## src/sv/pcp_pkg.sv

```systemverilog
`timescale 1ns / 1ps
package pcp_pkg;

  localparam int NumCoeffs = 5;
  localparam int AngleBits = 24;
  localparam int BinAngBits = 33;
  localparam int BackDepth = 25;

  localparam logic [2:0] CfgNumPeriods = 3'd0;
  localparam logic [2:0] CfgOrdMax = 3'd1;
  localparam logic [2:0] CfgOrdMin = 3'd2;
  localparam logic [2:0] CfgCoef0 = 3'd3;
  localparam logic [2:0] CfgCoef4 = 3'd7;

  localparam logic ReqValue = 1'b0;
  localparam logic ReqDeriv = 1'b1;

  typedef struct packed {
    logic [7:0]                  num_periods;
    logic [2:0]                  ord_max;
    logic [2:0]                  ord_min;
    logic [NumCoeffs-1:0][31:0]  coef;
  } cfg_t;

  // one queue entry: request after phase folding
  typedef struct packed {
    logic        req_type;
    logic [2:0]  coef_index;
    logic        mirror;
    logic [AngleBits:0] angle;
  } qent_t;

  typedef struct packed {
    logic        req_type;
    logic [2:0]  coef_index;
    logic        mirror;
  } side_t;

  // odd sine polynomial, Q30
  function automatic logic signed [33:0] sin_coef(input int k);
    logic signed [33:0] c;
    case (k)
      0: c = 34'sd1686629713;
      1: c = -34'sd693598668;
      2: c = 34'sd85569305;
      3: c = -34'sd5026997;
      4: c = 34'sd172272;
      5: c = -34'sd3864;
      default: c = 34'sd61;
    endcase
    return c;
  endfunction

endpackage

```

## src/sv/pcp_queue.sv

```systemverilog
`timescale 1ns / 1ps
module pcp_queue (
  input  logic           clk_i,
  input  logic           rst_ni,
  input  logic           push_valid_i,
  output logic           push_ready_o,
  input  pcp_pkg::qent_t push_data_i,
  output logic           pop_valid_o,
  input  logic           pop_i,
  output pcp_pkg::qent_t pop_data_o
);
  import pcp_pkg::*;

  qent_t      mem_q [2];
  logic       wp_q;
  logic       rp_q;
  logic [1:0] cnt_q;
  logic       push;

  assign push_ready_o = cnt_q != 2'd2;
  assign pop_valid_o  = cnt_q != 2'd0;
  assign push = push_valid_i && push_ready_o;
  assign pop_data_o = mem_q[rp_q];

  always_ff @(posedge clk_i or negedge rst_ni) begin
    if (!rst_ni) begin
      wp_q  <= 1'b0;
      rp_q  <= 1'b0;
      cnt_q <= 2'd0;
    end else begin
      if (push) wp_q <= !wp_q;
      if (pop_i) rp_q <= !rp_q;
      cnt_q <= cnt_q + 2'(push) - 2'(pop_i);
    end
  end

  always_ff @(posedge clk_i) begin
    if (push) begin
      mem_q[wp_q] <= push_data_i;
    end
  end

  a_no_underflow: assert property (@(posedge clk_i) disable iff (!rst_ni)
    pop_i |-> cnt_q != 2'd0) else $error("pop from empty queue");
  a_cnt_range: assert property (@(posedge clk_i) disable iff (!rst_ni)
    cnt_q != 2'd3) else $error("queue count out of range");
  a_head_hold: assert property (@(posedge clk_i) disable iff (!rst_ni)
    (pop_valid_o && !pop_i) |=> $stable(pop_data_o)) else $error("queue head changed");

endmodule

```

## config.mk

```make
export PLATFORM = sky130hd
export DESIGN_NAME = pcp_queue
export DESIGN_NICKNAME = d
export VERILOG_FILES = /design/src/sv/pcp_pkg.sv /design/src/sv/pcp_queue.sv
export SDC_FILE = /design/constraint.sdc
export NUM_CORES = 1
export LEC_CHECK = 0
export BUFFER_PORTS_ARGS = -buffer_cell sky130_fd_sc_hd__buf_2
export CAP_MARGIN = 20
export CELL_PAD_IN_SITES_DETAIL_PLACEMENT = 2
export CELL_PAD_IN_SITES_GLOBAL_PLACEMENT = 2
export CORE_MARGIN = 2
export CORE_UTILIZATION = 37
export CTS_BUF_LIST = sky130_fd_sc_hd__clkbuf_16
export DETAILED_ROUTE_END_ITERATION = 16
export PLACE_DENSITY_LB_ADDON = 0.1
export SYNTH_ARGS = -nofsm -noshare
export SYNTH_HDL_FRONTEND = slang
export SYNTH_SLANG_ARGS = --single-unit
```

## constraint.sdc

```tcl
create_clock -name clk_i -period 3.1 [get_ports clk_i]
set_input_delay 0.93 -clock clk_i [delete_from_list [all_inputs] [get_ports clk_i]]
set_output_delay 0.93 -clock clk_i [all_outputs]
set_load 0.05 [all_outputs]
```

-- Word-level counts from Yosys, hierarchy flattened
Memories as Yosys holds them, arrays and structs flattened.
Index checks and enable logic that the tools add are counted.
- reduce and logical (&&, ||, !) cells: 4
- add/subtract/negate cells: 2
- mux-type cells: 2
- equality and inequality tests: 1
- operators with widths (kind ; number):
    adder 2 x 1 -> 2 bit ; 1
    logical NOT 1 bit ; 2
    two-way mux 1 bit ; 2
    inequality test 2 bit, second input constant ; 1
    nonzero test 2 bit ; 1
    subtractor 2 x 1 -> 2 bit ; 1
    logical AND 1 bit ; 1
- memories: 1
- flip-flop bits (word level): 4
- memory bits (writable): 60
- input port bits: 34
- memory list (name ; words ; width ; read ports ; clocked after memory_dff ; wr ports ; RTL line ; text):
    mem_q ; 2 ; 30 ; 1 ; 0 ; 1 ; pcp_queue.sv:14 ; qent_t mem_q [2];

-- Depth between registers and ports, before layout
- depth after elaboration: 4
- mapped depth: 5

-- Least setup slack after synthesis
OpenSTA, ideal clock, no wires.
- kind: flip-flop to flip-flop
- from: register cnt_q[0]
- to: memory mem_q[0][0] in the netlist's numbering, enable pin
- setup slack: 347 ps
- required time: 2683 ps
- library setup time: 417 ps
- cell stages (with the launch flop): 4
- buffers on the path: 0
- arrival time: 2336 ps
- period minus slack after synthesis: 2753 ps
- path through: dfrtp_1 nand2b_1 nand2_1 nor2_1
- word-level cells in the longest chain between the ends: 4
- ends and longest elaborated chain (item ; RTL line ; text):
    from (decl) ; pcp_queue.sv:17 ; logic [1:0] cnt_q;
    from (signal assigned) ; pcp_queue.sv:33 ; cnt_q <= cnt_q + 2'(push) - 2'(pop_i);
    inequality test 2 bit ; pcp_queue.sv:20 ; assign push_ready_o = cnt_q != 2'd2;
    via push_ready_o ; pcp_queue.sv:6 ; output logic push_ready_o,
    logical AND 1 bit ; pcp_queue.sv:22 ; assign push = push_valid_i && push_ready_o;
    two-way mux 1 bit ; pcp_queue.sv:38 ; if (push) begin
    two-way mux 1 bit (implied by the code) ; pcp_queue.sv:39 ; mem_q[wp_q] <= push_data_i;
    to (decl) ; pcp_queue.sv:14 ;
The timed path passes the listed nets, and every way through them passes these cells.

==> reports/qor.txt <==
Register bit total from synthesis - 64
Leak - 1.19 nW
Initial antenna violation count - 0
Clock buffer depth - 2
Average cell area after synthesis - 21.4 sq um
First-pass GRT wire length - 7560 microns
Hpwl dp - 3010 microns
Worst-path clk slew - 0.05 ns
Most Crowded Layer GR - met2
Drt total wl - 4660 microns
Hold-fix buffers at CTS - 0
Syn-to-layout area delta - 33.1%
Commonest non-fill, non-tap cells in the layout - 65 x buf_2, 60 x edfxtp_1, 30 x mux2_2
Htree depth - 3
Post-DR vias/cell - 4.65
Max-slew violations - 0
CP max FO - 20
Rel. slew slack - 61.8%
Initial core utilization - 37.7%
# IOs - 66
Fin Setup TNS - 0 ns
Mean routed wirelength per cell - 17.3 microns
Post-Syn Area - 2350 sq um
Tcrit/Tclk final - 79.8%
Die ar. - 7000 sq um
Fin crit period - 2.47 ns
Setup crit end kind - primary output
Fin. Hold Viols - 0
Unrepaired setup endpoints after global routing - no
Post-DP Area - 2810 sq um
Die width - 83.7 microns
Synthesized instance count - 110
Total CTS buffers - 9
Final #Nets - 222
Met1 usage - 16.3%
Adder-Cell Fraction of Synth Area - 0.532%
Total iterations of the first detailed-routing run - 4
CP Class - flip-flop to primary output
Met2 Usage GRT - 24.9%
Most common cell after layout, fill and taps aside - buf_2
Sink Count - 64
Setup violators final - 0
HP Class - input pin to asynchronous set/reset pin
CORE AREA - 6240 sq um
Max rail drop VDD - 0.000510 V
Overflow after GRT - 0
TritonCTS clock tree - done
Row count - 29
Worst Path Arrival - 1.54 ns
Post-route cell area - 3130 sq um
Main combinational cell family by area after synthesis - multiplexers
CP Cell Sequence - buf_4, mux2_2, buf_2
Iteration-0 DRC Markers - 30
Clk_lat worst skew - 0.32 ns
Antenna diodes - 0
Remaining DRCs - 0
Final GP Congestion - 0.714
Total power - 0.00374 W
Die height - 83.7 microns
Post-synthesis mux area share - 14.4%
Slew @ Worst Pin - 0.573 ns
Number of global-route vias before repair - 1,447
Slowest stage cell on the critical path - mux2_2
Number of max-cap violations - 0
Netlist cell types - 14
Post-Synth Simple-Gate Area - 1.28%
# Post-CTS Setup Buffers - 0
CTS root buf - clkbuf_16
Largest net degree at the start of global routing - 31
Final Skew - 0.00463 ns
Status - finished, final reports clean
Register area share after synthesis - 80.9%
Port bufs - 65
Post-Synth XOR/XNOR Area - 1.49%
Fillcell total - 586
Maximum clock frequency - 404 MHz
Number of synthesis warnings - 0
Post-Syn Nets - 145
Required @ worst endpoint - 2.17 ns
Grt met3 use - 4.15%
Post-route antenna net violation count - 0
Compound-Gate Fraction of Synth Area - 0.745%
Ratio of cells with drive above 1 in the final layout - 60.9%
DR vias - 1,252
PwrDens - 1200 nW/um^2
Critical Path Source Type - flip-flop
Worst path max stage delay - 0.38 ns
Total track usage - 14.5%
CTS resizes - 0
[logic make-up after synthesis]
logic type / Yosys count
DFF: 64
muxes: 30
and+or+nand+nor: 6
xor gates and xnor gates: 4
buffers and inverters: 3
AOI/OAI and AO/OA: 2
adders and majority gates: 1
[critical path: cells and delay by family, from the launching register on]
| kind | cells | cell delay [ns] |
|---|---|---|
| buffers and inverters | 2 | 0.49 |
| DFF | 1 | 0.34 |
| muxes | 1 | 0.38 |
[path summary, 6_finish.rpt]
kind,to,slack [ns],start,cells past startpoint
min in group clk_i,wp_q,0.55,wp_q,1
worst max register to register,mem_q[1][7],1.44,cnt_q[0],3
worst max-delay path,pop_data_o[10],0.63,rp_q,3
worst min register to register,wp_q,0.55,wp_q,1
worst min-delay path,wp_q,0.41,rst_ni,1
max in group asynchronous,cnt_q[0],2.55,rst_ni,1
[power by group]
group	internal, W	leakage [nW]	total [W]	switching (W)
registers	0.00119	0.605	0.00125	0.0000625
clock network	0.000702	0.148	0.00107	0.000364
logic	0.000402	0.441	0.00143	0.00102
total	0.00229	1.19	0.00374	0.00145
[state kept, by name (all words and copies together), names as in the netlist]
register and count:
cnt_q 2, mem_q 60, rp_q 1, wp_q 1
[cell type report]
class | count | area [sq um] | area share, %
flip-flops and latches | 64 | 1900 | 60.8
multi-input cells | 43 | 440 | 14.1
repair buffers | 69 | 368 | 11.8
clock buffers | 9 | 225 | 7.20
clock inverters | 7 | 96.3 | 3.08
well taps | 77 | 96.3 | 3.08
[Yosys cell counts]
cell type   n  area share [%]
edfxtp_1   60              77
a22oi_1     1            0.32
nor2_1      2            0.32
and3_1      1            0.27
xor2_1      1            0.37
nand2_1     1            0.16
dfrtp_1     4             4.3
ha_1        1            0.53
xnor2_1     3             1.1
or2_2       1            0.27
nand2b_1    1            0.27
buf_2       3            0.64
mux2_2     30              14
a21bo_1     1            0.43
[routing by layer]
| metal | up-vias | routed length [microns] |
|---|---|---|
| met5 | - | 0 |
| met4 | 0 | 66 |
| met3 | 5 | 225 |
| met2 | 38 | 2550 |
| met1 | 619 | 1820 |
| li1 | 590 | - |
[metrics by stage]
stage	instances	hold slack, ns	utilization (%)	setup slack [ns]
floorplan	110	0.461	-	0.347
global placement	253	0.524	45.0	0.958
detailed placement	253	0.543	45.0	0.930
CTS	269	0.404	50.1	0.587
global route	269	0.410	50.1	0.569
finish	269	0.412	50.1	0.627
Note: power is estimated with default switching activity, not from simulation.
