`src/sv/pcp_pkg.sv`:
```
`timescale 1ns / 1ps
package pcp_pkg;

  localparam int NumCoeffs = 5;
  localparam int AngleBits = 24;
  localparam int BinAngBits = 33;
  localparam int BackDepth = 25;

  localparam logic [2:0] CfgNumPeriods = 3'd0;
  localparam logic [2:0] CfgOrdMax = 3'd1;
  localparam logic [2:0] CfgOrdMin = 3'd2;
  localparam logic [2:0] CfgCoef0 = 3'd3;
  localparam logic [2:0] CfgCoef4 = 3'd7;

  localparam logic ReqValue = 1'b0;
  localparam logic ReqDeriv = 1'b1;

  typedef struct packed {
    logic [7:0]                  num_periods;
    logic [2:0]                  ord_max;
    logic [2:0]                  ord_min;
    logic [NumCoeffs-1:0][31:0]  coef;
  } cfg_t;

  // one queue entry: request after phase folding
  typedef struct packed {
    logic        req_type;
    logic [2:0]  coef_index;
    logic        mirror;
    logic [AngleBits:0] angle;
  } qent_t;

  typedef struct packed {
    logic        req_type;
    logic [2:0]  coef_index;
    logic        mirror;
  } side_t;

  // odd sine polynomial, Q30
  function automatic logic signed [33:0] sin_coef(input int k);
    logic signed [33:0] c;
    case (k)
      0: c = 34'sd1686629713;
      1: c = -34'sd693598668;
      2: c = 34'sd85569305;
      3: c = -34'sd5026997;
      4: c = 34'sd172272;
      5: c = -34'sd3864;
      default: c = 34'sd61;
    endcase
    return c;
  endfunction

endpackage

```
`src/sv/pcp_if.sv`:
```
`timescale 1ns / 1ps
interface pcp_req_if;
  logic        valid;
  logic        ready;
  logic        req_type;
  logic [23:0] arc_angle;
  logic [2:0]  coef_index;
  modport source (output valid, req_type, arc_angle, coef_index, input ready);
  modport sink (input valid, req_type, arc_angle, coef_index, output ready);
endinterface


```
`src/sv/pcp_front.sv`:
```
`timescale 1ns / 1ps
module pcp_front (
  input  logic           clk_i,
  input  logic           rst_ni,
  input  logic [7:0]     num_periods_i,
  pcp_req_if.sink        req_i,
  output logic           push_valid_o,
  input  logic           push_ready_i,
  output pcp_pkg::qent_t push_data_o
);
  import pcp_pkg::*;

  logic                 f_v_q;
  logic                 f_req_q;
  logic [2:0]           f_idx_q;
  logic [AngleBits-1:0] f_p_q;
  logic [AngleBits-1:0] p_d;
  logic                 mirror;
  localparam logic [AngleBits:0] Half = (AngleBits+1)'(1) << (AngleBits - 1);

  assign req_i.ready = !f_v_q || push_ready_i;
  assign p_d = AngleBits'(32'(num_periods_i) * 32'(req_i.arc_angle));

  always_ff @(posedge clk_i or negedge rst_ni) begin
    if (!rst_ni) begin
      f_v_q <= 1'b0;
    end else if (req_i.ready) begin
      f_v_q <= req_i.valid;
    end
  end

  always_ff @(posedge clk_i) begin
    if (req_i.ready && req_i.valid) begin
      f_req_q <= req_i.req_type;
      f_idx_q <= req_i.coef_index;
      f_p_q   <= p_d;
    end
  end

  // past the half turn the argument wraps negative
  assign mirror = {1'b0, f_p_q} > Half;
  assign push_valid_o = f_v_q;
  always_comb begin
    push_data_o.req_type   = f_req_q;
    push_data_o.coef_index = f_idx_q;
    push_data_o.mirror     = mirror;
    push_data_o.angle      = mirror ? (Half - {1'b0, f_p_q}) : {1'b0, f_p_q};
  end

endmodule

```
`src/flat_wrapper.sv`:
```
// flat-port wrapper written by rule: the top's interface ports become plain ports
module pcp_front_flat import pcp_pkg::*;
  (clk_i, rst_ni, num_periods_i, push_valid_o, push_ready_i, push_data_o, req_i_valid, req_i_req_type, req_i_arc_angle, req_i_coef_index, req_i_ready);
  pcp_req_if req_i_i ();
  input  logic clk_i;
  input  logic rst_ni;
  input  logic [7:0] num_periods_i;
  output logic push_valid_o;
  input  logic push_ready_i;
  output pcp_pkg::qent_t push_data_o;
  input wire logic [$bits(req_i_i.valid)-1:0] req_i_valid;
  input wire logic [$bits(req_i_i.req_type)-1:0] req_i_req_type;
  input wire logic [$bits(req_i_i.arc_angle)-1:0] req_i_arc_angle;
  input wire logic [$bits(req_i_i.coef_index)-1:0] req_i_coef_index;
  output wire logic [$bits(req_i_i.ready)-1:0] req_i_ready;
  assign req_i_i.valid = req_i_valid;
  assign req_i_i.req_type = req_i_req_type;
  assign req_i_i.arc_angle = req_i_arc_angle;
  assign req_i_i.coef_index = req_i_coef_index;
  assign req_i_ready = req_i_i.ready;
  pcp_front u_core (.clk_i(clk_i), .rst_ni(rst_ni), .num_periods_i(num_periods_i), .req_i(req_i_i), .push_valid_o(push_valid_o), .push_ready_i(push_ready_i), .push_data_o(push_data_o));
endmodule
```
`config.mk`:
```
export PLATFORM = sky130hd
export DESIGN_NAME = pcp_front_flat
export DESIGN_NICKNAME = d
export VERILOG_FILES = /design/src/sv/pcp_pkg.sv /design/src/sv/pcp_if.sv /design/src/sv/pcp_front.sv /design/src/flat_wrapper.sv
export SDC_FILE = /design/constraint.sdc
export NUM_CORES = 1
export LEC_CHECK = 0
export ABC_AREA = 1
export BUFFER_PORTS_ARGS = -buffer_cell sky130_fd_sc_hd__buf_2
export CAP_MARGIN = 10
export CELL_PAD_IN_SITES_DETAIL_PLACEMENT = 0
export CELL_PAD_IN_SITES_GLOBAL_PLACEMENT = 1
export CORE_ASPECT_RATIO = 0.7
export CORE_MARGIN = 5
export CORE_UTILIZATION = 40
export DETAILED_ROUTE_END_ITERATION = 16
export GPL_TIMING_DRIVEN = 0
export PLACE_DENSITY = 0.82
export SETUP_SLACK_MARGIN = 0.4
export SLEW_MARGIN = 10
export SYNTH_ARGS = -nofsm -noshare
export SYNTH_HDL_FRONTEND = slang
export SYNTH_SLANG_ARGS = --single-unit
```
`constraint.sdc`:
```
create_clock -name clk_i -period 2.3 [get_ports clk_i]
set_clock_uncertainty 0.15 [all_clocks]
set_input_delay 0.115 -clock clk_i [delete_from_list [all_inputs] [get_ports clk_i]]
set_output_delay 0.115 -clock clk_i [all_outputs]
set_load 0.05 [all_outputs]
```
# Word-level counts from Yosys, hierarchy flattened
# Index checks and enable logic that the tools add are counted.
# totals
output_inout_bits	32
in_bits	40
wordCells	11
reg_bits	29
# classes
multipliers	1
n_lt_le_gt_ge	1
muxes	1
addsub	1
reduce_logical	3
# ops
operator	count
25-bit two-way mux	1
24-bit by 24-bit subtractor with 25-bit output (first input constant)	1
24-bit > comparator (second input constant)	1
8-bit by 24-bit multiplier with 24-bit output	1
1-bit logical AND	1
1-bit logical NOT	1
1-bit logical OR	1

# Longest topological paths before layout
# depth
word_depth	3
mapped_depth	24
depth_no_buf	23

# Least setup slack after synthesis
# OpenSTA, ideal clock, no wires.
# synth_timing
kind	input-to-reg
from	in num_periods_i[7]
to	reg u_core.f_p_q[22], data pin
path_buffers	2
arrival_ns	4.062
stages	19
required_time_ns	1.897
setup_time_ns	0.253
path_slack_ns	-2.165
cell_sequence	clkbuf_1 -> clkbuf_1 -> nand2_1 -> fa_1 -> fa_1 -> inv_1 -> fa_1 -> inv_1 -> fa_1 -> inv_1 -> ha_1 -> a21oi_1 -> nor2_1 -> nor2_1 -> nor2_1 -> o21ai_0 -> nand3_1 -> nand2_1 -> nand2_1
# synth_between
elab_chain_len	1
# synth_lines
item	line_no	source
start, declared	flat_wrapper.sv:7	input logic [7:0] num_periods_i;
8-bit by 24-bit multiplier with 24-bit output	pcp_front.sv:22	assign p_d = AngleBits'(32'(num_periods_i) * 32'(req_i.arc_angle));
named net u_core.p_d[22]	pcp_front.sv:17	logic [AngleBits-1:0] p_d;
end signal, assigned	pcp_front.sv:36	f_p_q <= p_d;
end, declared	pcp_front.sv:16	logic [AngleBits-1:0] f_p_q;
# The timed path passes the listed nets, and every way through them passes these cells.
# A chain may end at the register's enable or synchronous reset.

# Worst setup path in the final report
# layout_timing
from	in num_periods_i[4]
to	reg u_core.f_p_q[18], data pin
# Same word-level chain as after synthesis.

==> out/metrics.json <==
{
  "yosys": {
    "synth.mux.area_fraction_pct": 0,
    "synthesis.yosys.warnings": 0,
    "async_flop_share_pct": 3.45,
    "syn_nets": 1185,
    "synthXorXnorAreaFrac_pct": 3.62,
    "synth_seq_area_share_pct": 12.3,
    "synth.lib_cells_used.distinct": 39,
    "synth_fa_ha_area_share_pct": 36.7,
    "synth_seq_cells": 29,
    "syn-mean-instance-area_sq_um": 6.99,
    "synth_largest_type_area_fraction_pct": 30.8,
    "synth_top_cell_by_area": "fa_1",
    "synthCells": 1004,
    "post_synth_instance_area_sq_mm": 0.00702,
    "synth-main-ff-cell": "edfxtp_1",
    "dominant_combinational_cell_family_by_area_after_synthesis": "adder cells",
    "netlist_top_cells_area": "fa_1 31%, inv_1 16%, nand2_1 16%, edfxtp_1 12%, ha_1 5.9%",
    "yosys.area_share.simple_pct": 24.1,
    "synth_edf_count": 28,
    "synth_compound_area_share_pct": 4.19
  },
  "finish": {
    "layout.cells.most_common": "inv_1",
    "sequential_cell_area_sq_um": 866,
    "multi_input_area_sq_mm": 0.00611,
    "antenna_cells_inserted": 0,
    "synthToLayoutAreaGrowth_pct": 48.5,
    "layout-drive-gt1-share_pct": 36.5,
    "layout.cells.most_common_list": "256 x inv_1, 230 x nand2_1, 98 x fa_1",
    "fillCellCount": 1509,
    "finalNetCount": 1330,
    "finish.utilization_pct": 60.5
  },
  "route": {
    "dr.pass1.iters": 5,
    "detail_route.drc_violations": 0,
    "route.final.wire_length_microns": 22500,
    "wl_per_cell_microns": 16.3,
    "detail-route-antenna-nets": 0,
    "via_count": 6624,
    "first_iter_violations": 586,
    "post_drt_via_cell_ratio": 4.80
  },
  "worst_setup_path": {
    "critical_path.reg2reg.startpoint": "u_core.push_valid_o",
    "critical_path.startpoint_type": "input pin",
    "critical_path.cell_chain": "buf_12 > clkbuf_16 > buf_12 > buf_4 > nand2_2 > fa_1 > fa_1 > inv_1 > fa_1 > inv_2 > fa_1 > inv_2 > ha_4 > a21oi_4 > nor2_2 > nor2_2 > nand2_2 > nand3_1 > nand2_1 > xor2_1",
    "reg2regPathDepth": 1,
    "crit_buf_inv": 7,
    "cp.depth": 20,
    "crit_path_max_fanout": 6,
    "critical_path.most_common_cell": "fa_1",
    "critical_path_data_arrival_time_ns": 3.88,
    "worst_path_largest_cell_delay_ns": 0.50,
    "timing.critical_path.required_ns": 2.18,
    "slowest_stage_cell_cp": "fa_1",
    "worstSetupPathType": "in -> reg",
    "crit_path_end_kind": "flop",
    "worstSetupStartpoint": "num_periods_i[4]",
    "crit_family": "adder cells"
  },
  "floorplanning": {
    "num_rows": 40,
    "die_extent_in_x_microns": 168,
    "dieArea_sq_mm": 0.0203,
    "initial_utilization_pct": 40.8,
    "core_box_area_sq_mm": 0.0172,
    "die_height_microns": 121,
    "top_level_ports": 72
  },
  "clocking": {
    "cts-buffers-inserted": 5,
    "clock_path_buffers": 2,
    "tritoncts": "yes",
    "clkSlewWorstSetupHoldPaths_ns": 0.05,
    "cts_root_buffer": "clkbuf_16",
    "clock_sinks": 29,
    "htree_levels": 2,
    "insertion_delay_ns": 0.28
  },
  "grt": {
    "largest_net_degree_at_the_start_of_global_routing": 29,
    "globalRouteOverflowTotal": 0,
    "grt_pass1_wl_microns": 35500,
    "first_global_vias": 6964,
    "grtUsageTotal_pct": 21.8,
    "antenna_violations_before_repair": 0
  },
  "place": {
    "pre_cts_ws_ns": -2.12,
    "detailed_place_hpwl_microns": 15700,
    "number_of_buffer_cells_added_on_primary_ports": 50,
    "gp_congestion": 0.886
  },
  "timing": {
    "hold_violations": 0,
    "maxSlewViolCount": 0,
    "fin_worst_hold_slack_ns": 0.00390,
    "max_frequency_ghz": 0.250,
    "timing.final.crit_share_pct": 174,
    "rsz0062_at_grt": "yes",
    "final_critical_path_setup_slack_ns": -1.70,
    "final.min_clock_period_ns": 4.00,
    "final-setup-viol-count": 38,
    "relSlewSlack_pct": 38.0,
    "worst_pin_slew_ns": 0.929
  },
  "run_status": {
    "status": "finished, violations left",
    "failed_checks": "negative setup slack"
  },
  "power": {
    "vdd_ir_drop_max_mv": 0.879,
    "pwr_density_cell_mw_per_mm2": 1450,
    "total_chip_power_mw": 15.1,
    "total_leakage_power_nw": 5.70
  },
  "flow_run": {
    "max-cap-violations": 0
  },
  "min_path": {
    "hold_path_startpoint": "req_i_arc_angle[0]",
    "worstHoldPathCells": 3,
    "hold_path.class": "in -> reg"
  }
}
## cells in the mapped netlist (2+ instances only)
master	count
a21oi_1	28
buf_1	3
buf_2	2
buf_4	3
buf_6	2
clkbuf_1	28
clkbuf_2	2
edfxtp_1	28
fa_1	108
ha_1	33
inv_1	305
nand2_1	291
nand3_1	30
nand3_2	2
nand3b_1	6
nand4_1	13
nor2_1	47
nor2_2	3
nor3_1	7
o21ai_0	9
o21ai_2	6
o21bai_1	4
xnor2_1	5
xor2_1	24
## area by class of cell
class                           instances  share of cell area, %
Clock buffer                            8                   1.40
Multi-Input combinational cell        629                   58.7
Sequential cell                        29                   8.31
Timing Repair Buffer                  137                   12.8
Tap cell                              231                   2.77
Inverter                              307                   11.2
Buffer                                 40                   4.91
## report_power, final
group	switching, mW	internal [mW]
clock	0.237	0.431
combinational	7.70	5.54
sequential	0.187	1.04
total	8.12	7.01
## registers in the layout, indices dropped and copies added, names as in the netlist
signal               cells
u_core.push_valid_o      1
u_core.f_idx_q           3
u_core.f_req_q           1
u_core.f_p_q            24
## worst paths after layout
check	slack (ns)	end
max	-1.70	u_core.f_p_q[18]
min	0.004	u_core.f_p_q[0]
max reg2reg	0.58	u_core.f_p_q[8]
min reg2reg	0.72	u_core.f_idx_q[1]
max in group asynchronous	1.38	u_core.push_valid_o
min in group asynchronous	0.52	u_core.push_valid_o
## per-layer routing
metal / vias up / wire, microns / track usage, %
li1: 3162 / - / -
met1: 3255 / 10700 / 31.9
met2: 189 / 10200 / 34.7
met3: 18 / 1360 / 3.63
met4: 0 / 210 / 3.50
met5: - / 0 / 0
## per-stage QoR
| step | setup TNS, ns | cell area (sq um) | cells |
|---|---|---|---|
| 2_1_floorplan | -25.25 | 7900 | 1004 |
| 4_1_cts | -27.33 | 9890 | 1361 |
| 3_3_place_gp | -35.70 | 8440 | 1285 |
| 3_5_place_dp | -35.25 | 8440 | 1285 |
| 6_report | -29.78 | 10400 | 1381 |
| 5_1_grt | -33.63 | 10400 | 1381 |
## repair_timing
action / 4_1_cts / 5_1_grt
setup endpoints to repair: 45 / 45
gates resized for setup: 205 / 98
cloned: 4 / 2
hold endpoints to repair: 6 / 0
setup buffers: 56 / 18
hold buffers: 8 / 0
pin swaps: 54 / 74
## kinds of logic (layout without fill, tap and decap cells)
family | after synthesis | count (layout)
AND/OR/NAND/NOR | 407 | 408
buffers and inverters | 347 | 492
adder cells (fa/ha/maj) | 141 | 141
AO/OA/AOI/OAI | 51 | 51
XOR/XNOR | 29 | 29
flip-flops | 29 | 29
Power figures use the tool's default switching activity.
